## src/hdl/cld_pkg.sv

```systemverilog
// cld_pkg: shared types, codes and character constants for the
// content-length deframer. No dependencies.
package cld_pkg;

  localparam int unsigned CFG_W     = 24;
  localparam int unsigned TAG_LEN   = 15;

  localparam logic [CFG_W-1:0] MAX_LENGTH_RESET = 24'd1048576;

  localparam logic [7:0] CHAR_CR    = 8'h0d;
  localparam logic [7:0] CHAR_LF    = 8'h0a;
  localparam logic [7:0] CHAR_SPACE = 8'h20;
  localparam logic [7:0] CHAR_ZERO  = 8'h30;
  localparam logic [7:0] CHAR_NINE  = 8'h39;

  localparam logic [1:0] KIND_HEADER  = 2'd0;
  localparam logic [1:0] KIND_PAYLOAD = 2'd1;
  localparam logic [1:0] KIND_EMPTY   = 2'd2;
  localparam logic [1:0] KIND_ERROR   = 2'd3;

  typedef struct packed {
    logic [1:0] kind;
    logic [7:0] out_byte;
    logic       last;
    logic       failed;
  } cld_result_t;

  // "Content-Length:" one character per position
  function automatic logic [7:0] tag_char(input logic [3:0] pos);
    logic [7:0] c;
    case (pos)
      4'd0:    c = 8'h43; // C
      4'd1:    c = 8'h6f; // o
      4'd2:    c = 8'h6e; // n
      4'd3:    c = 8'h74; // t
      4'd4:    c = 8'h65; // e
      4'd5:    c = 8'h6e; // n
      4'd6:    c = 8'h74; // t
      4'd7:    c = 8'h2d; // -
      4'd8:    c = 8'h4c; // L
      4'd9:    c = 8'h65; // e
      4'd10:   c = 8'h6e; // n
      4'd11:   c = 8'h67; // g
      4'd12:   c = 8'h74; // t
      4'd13:   c = 8'h68; // h
      4'd14:   c = 8'h3a; // :
      default: c = 8'h00;
    endcase
    return c;
  endfunction

  // CR LF CR LF separator
  function automatic logic [7:0] sep_char(input logic [1:0] idx);
    return idx[0] ? CHAR_LF : CHAR_CR;
  endfunction

endpackage

```

## src/hdl/cld_parser.sv

```systemverilog
// cld_parser: header matcher, length parser and payload counter; produces
// one result per accepted byte. Depends on cld_pkg.
module cld_parser #(
  parameter int unsigned LENGTH_WIDTH = 24
) (
  input  logic                    clk_i,
  input  logic                    rst_ni,
  input  logic                    accept_i,
  input  logic [7:0]              in_byte_i,
  input  logic [LENGTH_WIDTH-1:0] max_length_i,
  output cld_pkg::cld_result_t    result_o
);

  localparam logic [2:0] PH_PREFIX  = 3'd0;
  localparam logic [2:0] PH_NUMBER  = 3'd1;
  localparam logic [2:0] PH_REST    = 3'd2;
  localparam logic [2:0] PH_PAYLOAD = 3'd3;
  localparam logic [2:0] PH_ERROR   = 3'd4;

  localparam int unsigned AccW = LENGTH_WIDTH + 1;
  localparam int unsigned MulW = LENGTH_WIDTH + 5;
  localparam logic [MulW-1:0] AccCap = MulW'(1) << LENGTH_WIDTH;

  logic [2:0]              phase_q, phase_d;
  logic [3:0]              pos_q, pos_d;
  logic [1:0]              sep_q, sep_d;
  logic [AccW-1:0]         acc_q, acc_d;
  logic                    digit_q, digit_d;
  logic                    bad_q, bad_d;
  logic [LENGTH_WIDTH-1:0] rem_q, rem_d;
  logic                    err_q, err_d;

  logic [MulW-1:0] acc_mul;
  logic [2:0]      sep_nx;
  logic            is_digit;

  assign is_digit = (in_byte_i >= cld_pkg::CHAR_ZERO) && (in_byte_i <= cld_pkg::CHAR_NINE);
  assign acc_mul  = {acc_q, 3'b000} + {2'b00, acc_q, 1'b0} + MulW'(in_byte_i[3:0]);
  assign sep_nx   = (in_byte_i == cld_pkg::sep_char(sep_q)) ? ({1'b0, sep_q} + 3'd1)
                  : ((in_byte_i == cld_pkg::CHAR_CR) ? 3'd1 : 3'd0);

  always_comb begin
    phase_d  = phase_q;
    pos_d    = pos_q;
    sep_d    = sep_q;
    acc_d    = acc_q;
    digit_d  = digit_q;
    bad_d    = bad_q;
    rem_d    = rem_q;
    err_d    = err_q;
    result_o.kind     = cld_pkg::KIND_HEADER;
    result_o.out_byte = 8'h00;
    result_o.last     = 1'b0;

    if (accept_i) begin
      unique case (phase_q)
        PH_PAYLOAD: begin
          result_o.kind     = cld_pkg::KIND_PAYLOAD;
          result_o.out_byte = in_byte_i;
          rem_d             = rem_q - LENGTH_WIDTH'(1);
          if (rem_q == LENGTH_WIDTH'(1)) begin
            result_o.last = 1'b1;
            phase_d = PH_PREFIX;
            pos_d   = '0;
            sep_d   = '0;
            acc_d   = '0;
            digit_d = 1'b0;
            bad_d   = 1'b0;
          end
        end
        PH_PREFIX, PH_NUMBER: begin
          if (sep_q == 2'd1 && in_byte_i == cld_pkg::CHAR_LF) begin
            if (phase_q != PH_NUMBER || !digit_q) begin
              bad_d = 1'b1;
            end
            phase_d = PH_REST;
            sep_d   = 2'd2;
          end else begin
            // a lone CR counts as a line character and spoils the line
            if (sep_q == 2'd1) begin
              bad_d = 1'b1;
            end
            if (in_byte_i == cld_pkg::CHAR_CR) begin
              sep_d = 2'd1;
            end else begin
              sep_d = 2'd0;
              if (phase_q == PH_PREFIX) begin
                if (in_byte_i == cld_pkg::tag_char(pos_q)) begin
                  pos_d = pos_q + 4'd1;
                  if (pos_q == 4'(cld_pkg::TAG_LEN - 1)) begin
                    phase_d = PH_NUMBER;
                  end
                end else begin
                  bad_d = 1'b1;
                end
              end else if (in_byte_i == cld_pkg::CHAR_SPACE && !digit_q) begin
                // leading space before the number
              end else if (is_digit) begin
                digit_d = 1'b1;
                acc_d   = (acc_mul > AccCap) ? AccCap[AccW-1:0] : acc_mul[AccW-1:0];
              end else begin
                bad_d = 1'b1;
              end
            end
          end
        end
        PH_REST: begin
          sep_d = sep_nx[1:0];
          if (sep_nx == 3'd4) begin
            if (bad_q || acc_q > {1'b0, max_length_i}) begin
              err_d         = 1'b1;
              phase_d       = PH_ERROR;
              result_o.kind = cld_pkg::KIND_ERROR;
            end else if (acc_q == '0) begin
              result_o.kind = cld_pkg::KIND_EMPTY;
              result_o.last = 1'b1;
              phase_d = PH_PREFIX;
              pos_d   = '0;
              sep_d   = '0;
              acc_d   = '0;
              digit_d = 1'b0;
              bad_d   = 1'b0;
            end else begin
              rem_d   = acc_q[LENGTH_WIDTH-1:0];
              phase_d = PH_PAYLOAD;
              sep_d   = '0;
            end
          end
        end
        PH_ERROR: begin
          err_d = 1'b1;
        end
        default: begin
          phase_d = PH_ERROR;
          err_d   = 1'b1;
        end
      endcase
    end
    result_o.failed = err_d;
  end

  always_ff @(posedge clk_i or negedge rst_ni) begin
    if (!rst_ni) begin
      phase_q <= PH_PREFIX;
      pos_q   <= '0;
      sep_q   <= '0;
      acc_q   <= '0;
      digit_q <= 1'b0;
      bad_q   <= 1'b0;
      rem_q   <= '0;
      err_q   <= 1'b0;
    end else begin
      phase_q <= phase_d;
      pos_q   <= pos_d;
      sep_q   <= sep_d;
      acc_q   <= acc_d;
      digit_q <= digit_d;
      bad_q   <= bad_d;
      rem_q   <= rem_d;
      err_q   <= err_d;
    end
  end

endmodule

```

## src/hdl/cld_out_buf.sv

```systemverilog
// cld_out_buf: result register plus skid slot, decoupling the output stall
// from the input side. Depends on cld_pkg.
module cld_out_buf (
  input  logic                 clk_i,
  input  logic                 rst_ni,
  input  logic                 push_i,
  input  cld_pkg::cld_result_t push_data_i,
  output logic                 full_o,
  output logic                 out_valid_o,
  input  logic                 out_stall_i,
  output cld_pkg::cld_result_t out_data_o
);

  logic                 out_valid_q, out_valid_d;
  logic                 skid_valid_q, skid_valid_d;
  cld_pkg::cld_result_t out_data_q, out_data_d;
  cld_pkg::cld_result_t skid_data_q, skid_data_d;
  logic                 pop;

  assign pop = out_valid_q && !out_stall_i;

  always_comb begin
    out_valid_d  = out_valid_q;
    out_data_d   = out_data_q;
    skid_valid_d = skid_valid_q;
    skid_data_d  = skid_data_q;
    if (!out_valid_q || pop) begin
      if (skid_valid_q) begin
        out_valid_d  = 1'b1;
        out_data_d   = skid_data_q;
        skid_valid_d = 1'b0;
      end else begin
        out_valid_d = push_i;
        out_data_d  = push_data_i;
      end
    end else if (push_i) begin
      skid_valid_d = 1'b1;
      skid_data_d  = push_data_i;
    end
  end

  always_ff @(posedge clk_i or negedge rst_ni) begin
    if (!rst_ni) begin
      out_valid_q  <= 1'b0;
      skid_valid_q <= 1'b0;
    end else begin
      out_valid_q  <= out_valid_d;
      skid_valid_q <= skid_valid_d;
    end
  end

  always_ff @(posedge clk_i) begin
    out_data_q  <= out_data_d;
    skid_data_q <= skid_data_d;
  end

  assign full_o      = skid_valid_q;
  assign out_valid_o = out_valid_q;
  assign out_data_o  = out_data_q;

endmodule

```

## src/hdl/content_length_deframer.sv

```systemverilog
// content_length_deframer: top level; max_length register, parser, output buffer.
// Each accepted byte's result is registered in the output register, or in the skid slot while the output stalls.
// Throughput: one byte per cycle while in_stall_o is low; the parser state updates once per accepted byte.
// in_stall_o rises only when the result register and skid slot are both full.
// Reset: parser back to prefix matching, error cleared, max_length = 1048576.
// Depends on cld_pkg, cld_parser, cld_out_buf.
module content_length_deframer #(
  parameter int unsigned LENGTH_WIDTH = 24
) (
  input  logic                      clk_i,
  input  logic                      rst_ni,
  input  logic                      in_valid_i,
  output logic                      in_stall_o,
  input  logic [7:0]                in_byte_i,
  output logic                      out_valid_o,
  input  logic                      out_stall_i,
  output logic [1:0]                kind_o,
  output logic [7:0]                out_byte_o,
  output logic                      last_o,
  output logic                      failed_o,
  input  logic                      cfg_valid_i,
  output logic                      cfg_ready_o,
  input  logic [cld_pkg::CFG_W-1:0] cfg_max_length_i
);

  logic [LENGTH_WIDTH-1:0] max_length_q;
  logic                    accept;
  logic                    full;
  cld_pkg::cld_result_t    result;
  cld_pkg::cld_result_t    out_data;

  assign cfg_ready_o = 1'b1;
  assign accept      = in_valid_i && !full;
  assign in_stall_o  = full;

  always_ff @(posedge clk_i or negedge rst_ni) begin
    if (!rst_ni) begin
      max_length_q <= LENGTH_WIDTH'(cld_pkg::MAX_LENGTH_RESET);
    end else if (cfg_valid_i && cfg_ready_o) begin
      max_length_q <= LENGTH_WIDTH'(cfg_max_length_i);
    end
  end

  cld_parser #(
    .LENGTH_WIDTH(LENGTH_WIDTH)
  ) u_parser (
    .clk_i       (clk_i),
    .rst_ni      (rst_ni),
    .accept_i    (accept),
    .in_byte_i   (in_byte_i),
    .max_length_i(max_length_q),
    .result_o    (result)
  );

  cld_out_buf u_out_buf (
    .clk_i      (clk_i),
    .rst_ni     (rst_ni),
    .push_i     (accept),
    .push_data_i(result),
    .full_o     (full),
    .out_valid_o(out_valid_o),
    .out_stall_i(out_stall_i),
    .out_data_o (out_data)
  );

  assign kind_o     = out_data.kind;
  assign out_byte_o = out_data.out_byte;
  assign last_o     = out_data.last;
  assign failed_o   = out_data.failed;

endmodule
```

## config.mk

```make
export PLATFORM = sky130hd
export DESIGN_NAME = content_length_deframer
export DESIGN_NICKNAME = d
export VERILOG_FILES = /design/src/hdl/cld_pkg.sv /design/src/hdl/cld_parser.sv /design/src/hdl/cld_out_buf.sv /design/src/hdl/content_length_deframer.sv
export SDC_FILE = /design/constraint.sdc
export NUM_CORES = 1
export LEC_CHECK = 0
export BUFFER_PORTS_ARGS = -buffer_cell sky130_fd_sc_hd__buf_2
export CORE_AREA = 2 2 131 120
export CTS_CLUSTER_DIAMETER = 60
export DETAILED_ROUTE_END_ITERATION = 10
export DIE_AREA = 0 0 133 122
export GPL_TIMING_DRIVEN = 0
export HOLD_SLACK_MARGIN = 0.06
export PLACE_DENSITY = 0.74
export RECOVER_POWER = 25
export REMOVE_ABC_BUFFERS = 1
export SLEW_MARGIN = 20
export SYNTH_ARGS = -nofsm -noshare
export SYNTH_HDL_FRONTEND = slang
export SYNTH_SLANG_ARGS = --single-unit
```

## constraint.sdc

```tcl
create_clock -name clk_i -period 4.3 [get_ports clk_i]
set_input_delay 0.645 -clock clk_i [delete_from_list [all_inputs] [get_ports clk_i]]
set_output_delay 0.645 -clock clk_i [all_outputs]
set_load 0.005 [all_outputs]
```

# Yosys cells after proc, flatten, opt, wreduce, memory -nomap -nowiden

Memory sizes are Yosys's and may differ from the RTL's.
Cells that the tools add are included.

Mux-type cells: 86
Reduce and logical (&&, ||, !) cells: 26
$add $sub $neg: 5
Bitwise logic cells: 2
Order comparisons: 4
Equality and inequality tests: 31

Operator list:

| cell                                                                              | count |
|---|---|
| 25-bit two-way mux                                                                | 10 |
| 25-bit one-hot mux with 3 select lines                                            | 1 |
| 24-bit two-way mux                                                                | 3 |
| 8-bit two-way mux                                                                 | 6 |
| 24-bit one-hot mux with 2 select lines                                            | 1 |
| 4-bit two-way mux                                                                 | 8 |
| 3-bit two-way mux                                                                 | 10 |
| 28-bit by 26-bit adder with 29-bit output                                         | 1 |
| 29-bit by 4-bit adder with 29-bit output                                          | 1 |
| 29-bit by 25-bit greater-than comparator with 1-bit output, second input constant | 1 |
| 1-bit two-way mux                                                                 | 29 |
| 25-bit by 24-bit greater-than comparator with 1-bit output                        | 1 |
| 25-bit zero test                                                                  | 1 |
| 24-bit by 1-bit equality test with 1-bit output, second input constant            | 1 |
| 24-bit by 1-bit subtractor with 24-bit output, second input constant              | 1 |
| 8-bit by 4-bit equality test with 1-bit output, second input constant             | 2 |
| 8-bit equality test                                                               | 2 |
| 2-bit two-way mux                                                                 | 8 |
| 12-bit two-way mux                                                                | 1 |
| 2-bit by 1-bit inequality test with 1-bit output, second input constant           | 6 |
| 2-bit inequality test, second input constant                                      | 6 |
| 3-bit by 1-bit inequality test with 1-bit output, second input constant           | 4 |
| 3-bit one-hot mux with 4 select lines                                             | 1 |
| 4-bit one-hot mux with 3 select lines                                             | 1 |
| other kinds (33)                                                                  | 48 |

Word-level logic and storage cells: 174
Bits in read-only memories: 112
Register bits after elaboration: 111
Memories: 1

Memory list:

| name            | depth | width | rd ports | clocked after memory_dff | write ports | line          | text |
|---|---|---|---|---|---|---|---|
| (no name shown) | 16    | 7     | 1        | 0                        | 0           | cld_pkg.sv:31 | `case (pos)` |

# Depth between registers and ports, before layout

Depth after elaboration: 12
Depth in mapped cells: 14

# By module

From an unflattened synthesis, not the netlist that was laid out.

Cell total of the unflattened synthesis: 903
Area, all modules: 8383.0 um2

Modules (own cells, without submodules):

| module                  | area each (um2) | sequential area each (um2) | instances | cells each |
|---|---|---|---|---|
| cld_parser              | 6391.1          | 1526.5                     | 1         | 806 |
| content_length_deframer | 1016.0          | 601.8                      | 1         | 54 |
| cld_out_buf             | 975.9           | 770.7                      | 1         | 43 |

# Worst setup path before layout

Ideal clock, no wire load.

Path type: in2reg
From: input in_byte_i[3]
To: register u_parser.acc_q[10]
Arrival: 3.723 ns
Setup slack: 0.484 ns
Stages on the path: 14
Path buffers: 2
Required time: 4.208 ns
Cell sequence: inv_1 > fa_1 > inv_1 > ha_1 > a211oi_1 > o21ai_0 > a31oi_1 > a21oi_1 > a31oi_1 > xnor2_1 > or4_1 > buf_2 > buf_6 > o31ai_2

Longest elaborated chain between the ends: 9
Elaborated cells between the ends (all ways): 27
Classes of those cells: add/sub (1); order compare (3); eq/ne (10); mux (9); reduce/logical (4)

RTL lines:

| what                                                       | line                          | text |
|---|---|---|
| start, declared                                            | content_length_deframer.sv:14 | `input logic [7:0] in_byte_i,` |
| 29-bit by 4-bit adder with 29-bit output                   | cld_parser.sv:38              | `assign acc_mul = {acc_q, 3'b000} + {2'b00, acc_q, 1'b0} + MulW'(in_byte_i[3:0]);` |
| 29-bit by 25-bit greater-than comparator with 1-bit output | cld_parser.sv:100             | `acc_d = (acc_mul > AccCap) ? AccCap[AccW-1:0] : acc_mul[AccW-1:0];` |
| 25-bit two-way mux                                         | cld_parser.sv:100             |  |
| 25-bit two-way mux                                         | cld_parser.sv:98              | `end else if (is_digit) begin` |
| 25-bit two-way mux                                         | cld_parser.sv:96              | `end else if (in_byte_i == cld_pkg::CHAR_SPACE && !digit_q) begin` |
| 25-bit two-way mux                                         | cld_parser.sv:87              | `if (phase_q == PH_PREFIX) begin` |
| 25-bit two-way mux                                         | cld_parser.sv:83              | `if (in_byte_i == cld_pkg::CHAR_CR) begin` |
| 25-bit two-way mux                                         | cld_parser.sv:72              | `if (sep_q == 2'd1 && in_byte_i == cld_pkg::CHAR_LF) begin` |
| 25-bit one-hot mux with 3 select lines                     | cld_parser.sv:56              | `unique case (phase_q)` |
| end signal, assigned                                       | cld_parser.sv:147             | `acc_q <= '0;` |
| end signal, assigned                                       | cld_parser.sv:156             | `acc_q <= acc_d;` |
| end, declared                                              | cld_parser.sv:27              | `logic [AccW-1:0] acc_q, acc_d;` |

Parallel ways exist; a longest one is shown, timed or not. The select of a mux whose other input is x is not followed.
A chain may end at the register's enable or synchronous reset.

# Worst setup path in the final report

From: register u_parser.acc_q[0]
To: register u_parser.acc_q[7]

Longest elaborated chain between the ends: 10
Elaborated cells between the ends (all ways): 16
Classes of those cells: add/sub (2); order compare (2); eq/ne (2); mux (7); reduce/logical (3)

RTL lines:

| what                                                       | line |
|---|---|
| 28-bit by 26-bit adder with 29-bit output                  | cld_parser.sv:38 |
| 29-bit by 4-bit adder with 29-bit output                   | cld_parser.sv:38 |
| 29-bit by 25-bit greater-than comparator with 1-bit output | cld_parser.sv:100 |
| 25-bit two-way mux                                         | cld_parser.sv:100 |
| 25-bit two-way mux                                         | cld_parser.sv:98 |
| 25-bit two-way mux                                         | cld_parser.sv:96 |
| 25-bit two-way mux                                         | cld_parser.sv:87 |
| 25-bit two-way mux                                         | cld_parser.sv:83 |
| 25-bit two-way mux                                         | cld_parser.sv:72 |
| 25-bit one-hot mux with 3 select lines                     | cld_parser.sv:56 |

Parallel ways exist; a longest one is shown, timed or not. The select of a mux whose other input is x is not followed.

==> impl_metrics.json <==
{
  "run_status": "complete, but fails checks",
  "violations": "max-capacitance violations, max-slew violations",
  "synth_edf_count": 24,
  "synth-seq-cells": 111,
  "drc_errors": 0,
  "ant_nets": 0,
  "final.period_utilization": 0.932,
  "fin_total_pwr_mw": 4.42,
  "dieWidth_um": 133,
  "yosys.area.top_type": "dfrtp_1",
  "synth_cell_type_count": 66,
  "grt_use_total": 0.239,
  "setup_tns_ns": 0,
  "hold_viol": 0,
  "antenna_found_initial": 0,
  "synthSimpleGateAreaFrac": 0.181,
  "grt_overflow": 0,
  "synth_area_um2": 7990,
  "drv_slew": 45,
  "layout-drive-gt1-share": 0.114,
  "drt-pass1-iter-count": 5,
  "synth_warnings": 0,
  "cp-end-kind": "flop",
  "yosysTopAreaCellShare": 0.269,
  "pwr-share-comb": 0.436,
  "whs_ns": 0.488,
  "crit_type": "flop to flop",
  "die_h_um": 122,
  "clk_latency_ns": 0.36,
  "drt_iter0_markers": 589,
  "start_util": 0.532,
  "p_per_area_nw_per_um2": 510,
  "drv_cap": 1,
  "synth_mux_area_frac": 0.0119,
  "globalplace.congestion": 0.909,
  "grt_pass1_vias": 6251,
  "grt_max_degree": 48,
  "synth_top_family_by_area": "compound AO/OA/AOI/OAI gates",
  "cts-root-buf": "clkbuf_16",
  "post_cts_buffers": 0,
  "yosysSeqAreaShare": 0.363,
  "vias_per_cell": 6.06,
  "synthArstFlopShare": 0.784,
  "worst_slack_ns": 0.292,
  "diodes": 0,
  "cp-start-kind": "flop",
  "crit_arrival_ns": 4.27,
  "cp_max_fo": 24,
  "ir_drop_mv": 0.276,
  "rows": 43,
  "num_vias": 6826,
  "slew_headroom": -0.648,
  "max_slew.worst_pin.slew_ns": 2.47,
  "ys.flop_type": "dfrtp_1",
  "clk_pin_slew_ns": 0.08,
  "cts.sinks": 111,
  "synth_fa_ha_area_frac": 0.132,
  "synthTopCellsByArea": "dfrtp_1, ha_1, edfxtp_1, nand2_1, o21ai_0",
  "fp.dieArea_um2": 16200,
  "io_buffers": 50,
  "clockBufferDepth": 2,
  "dp_hpwl_um": 14100,
  "synth-xor-area-share": 0.0274,
  "pre_cts_slack_ns": -0.594,
  "core_area_um2": 15000,
  "areaGrowthSynthToFinish_pct": 8.37,
  "fin_util": 0.577,
  "p_clk_frac": 0.189,
  "timing.final.setup_violations": 0,
  "cts_tree": "built",
  "syn_inst": 897,
  "cts_hold_buf": 0,
  "period_needed_ns": 4.01,
  "wl_per_cell_um": 16.6,
  "power.switching_mw": 1.92,
  "cts_max_level": 3,
  "synth_compound_area_frac": 0.239,
  "power_switching_share": 0.434,
  "grt_first_pass_wirelength_um": 31300,
  "p_int_mw": 2.50,
  "pin_count": 52,
  "required_ns": 4.56,
  "cts_buffers": 9,
  "rrSetupSlack_ns": 0.29,
  "fin_skew_ns": 0.00862,
  "rsz0062_at_grt": "no",
  "hold_class": "input pin to flop",
  "p_seq_frac": 0.376,
  "max_freq_mhz": 250,
  "p_leak_nw": 3.95,
  "syn_avg_cell_area_um2": 8.90,
  "routed_wl_um": 18700,
  "finalNetCount": 1039
}
## layout by cell type, fill, tap and decap left out, drive strengths merged, types with 5 or more instances in the layout
cell       n
mux2i      5
a2bb2oi    9
o21ai     80
o22ai      9
a211oi    11
nor2b      6
nor4      14
o21a       8
edfxtp    24
o31ai     27
a21oi     64
xor2      12
a21o      17
o21bai     5
ha        81
nand4     14
dfrtp     86
clkbuf    11
xnor2     13
nand3     11
buf       51
nand2b    14
nor2      52
and3      16
and2       6
or3        6
nor3      26
a31oi     13
nand2    110
o211ai     9
inv       54
## final timing paths
path | start | to | cells after the start
min in group asynchronous | rst_ni | u_parser.pos_q[2] | 1
max in group asynchronous | rst_ni | u_parser.acc_q[2] | 2
max | u_parser.acc_q[0] | u_parser.acc_q[7] | 12
max reg2reg | u_parser.acc_q[0] | u_parser.acc_q[7] | 12
min | cfg_max_length_i[10] | max_length_q[10] | 3
min reg2reg | u_parser.rem_q[15] | u_parser.rem_q[15] | 1
## flip-flops by register name (all words and copies together) (netlist names)
| name | cells |
|---|---|
| u_out_buf.skid_data_q | 12 |
| u_parser.sep_q | 2 |
| max_length_q | 24 |
| u_parser.bad_q | 1 |
| u_parser.digit_q | 1 |
| u_parser.phase_q | 3 |
| u_out_buf.out_data_o | 12 |
| u_parser.err_q | 1 |
| u_parser.acc_q | 25 |
| u_out_buf.out_valid_o | 1 |
| u_parser.rem_q | 24 |
| u_out_buf.full_o | 1 |
| u_parser.pos_q | 4 |
## per-layer routing
layer / part of all wire / GRT usage / vias up
met5: 0 / 0 / -
met4: 0.015 / 0.0706 / 0
met3: 0.055 / 0.0279 / 17
met2: 0.43 / 0.364 / 190
met1: 0.50 / 0.358 / 3271
li1: - / - / 3348
## cells in the mapped netlist (all sizes together) (5+ instances only)
master and n:
o21bai 5, ha 81, o31ai 27, nor3 26, xnor2 13, nand4 14
and3 16, or3 6, inv 48, nor2b 6, a21o 17, nor2 52
buf 7, edfxtp 24, nand2 110, clkbuf 35, nand2b 14, o21a 8
a31oi 13, xor2 12, mux2i 5, a2bb2oi 9, dfrtp 86, o211ai 9
and2 6, nor4 14, o21ai 80, o22ai 9, nand3 11, a211oi 11
a21oi 64
## what timing repair did
item,CTS,global route
endpoints found under the setup margin,24,24
pin swaps,0,1
endpoints found under the hold margin,0,0
resized for setup,2,1
## layout make-up
type | instances | area [um^2]
multi-input combinational | 696 | 4750
fill | 1306 | 6360
clock buffer | 9 | 225
timing repair buffer | 53 | 277
inverter | 48 | 180
tap | 202 | 253
clock inverter | 7 | 68.8
sequential | 111 | 2900
## per-stage QoR
step	cell area (um^2)	std cells
2_1_floorplan	7810	855
3_3_place_gp	8310	1107
3_5_place_dp	8380	1110
4_1_cts	8670	1126
5_1_grt	8650	1126
6_report	8650	1126
## cells by family after synthesis
kind of cell               Yosys count
adders and majority gates           83
AOI/OAI and AO/OA                  285
other                                1
DFF                                111
and+or+nand+nor                    293
muxes                                9
buffers and inverters               90
xor gates and xnor gates            25
## worst max-delay path: stages (launching register included)
cell	delay [ns]
dfrtp_1	0.43
inv_1	0.14
fa_1	0.59
inv_1	0.06
ha_1	0.30
a211oi_1	0.23
o21ai_1	0.19
a31oi_1	0.33
a21oi_1	0.21
a31oi_1	0.23
xnor2_1	0.11
or4_4	0.75
o31ai_1	0.31
## power groups by stage
stage | Combinational [mW] | Sequential, mW | Clock, mW
floorplan | 1.49 | 1.54 | 0
global placement | 1.85 | 1.66 | 0
detailed placement | 1.91 | 1.67 | 0
CTS | 1.92 | 1.65 | 0.847
global route | 2.19 | 1.69 | 0.885
finish | 1.92 | 1.66 | 0.833
(Power assumes the default switching activity.)
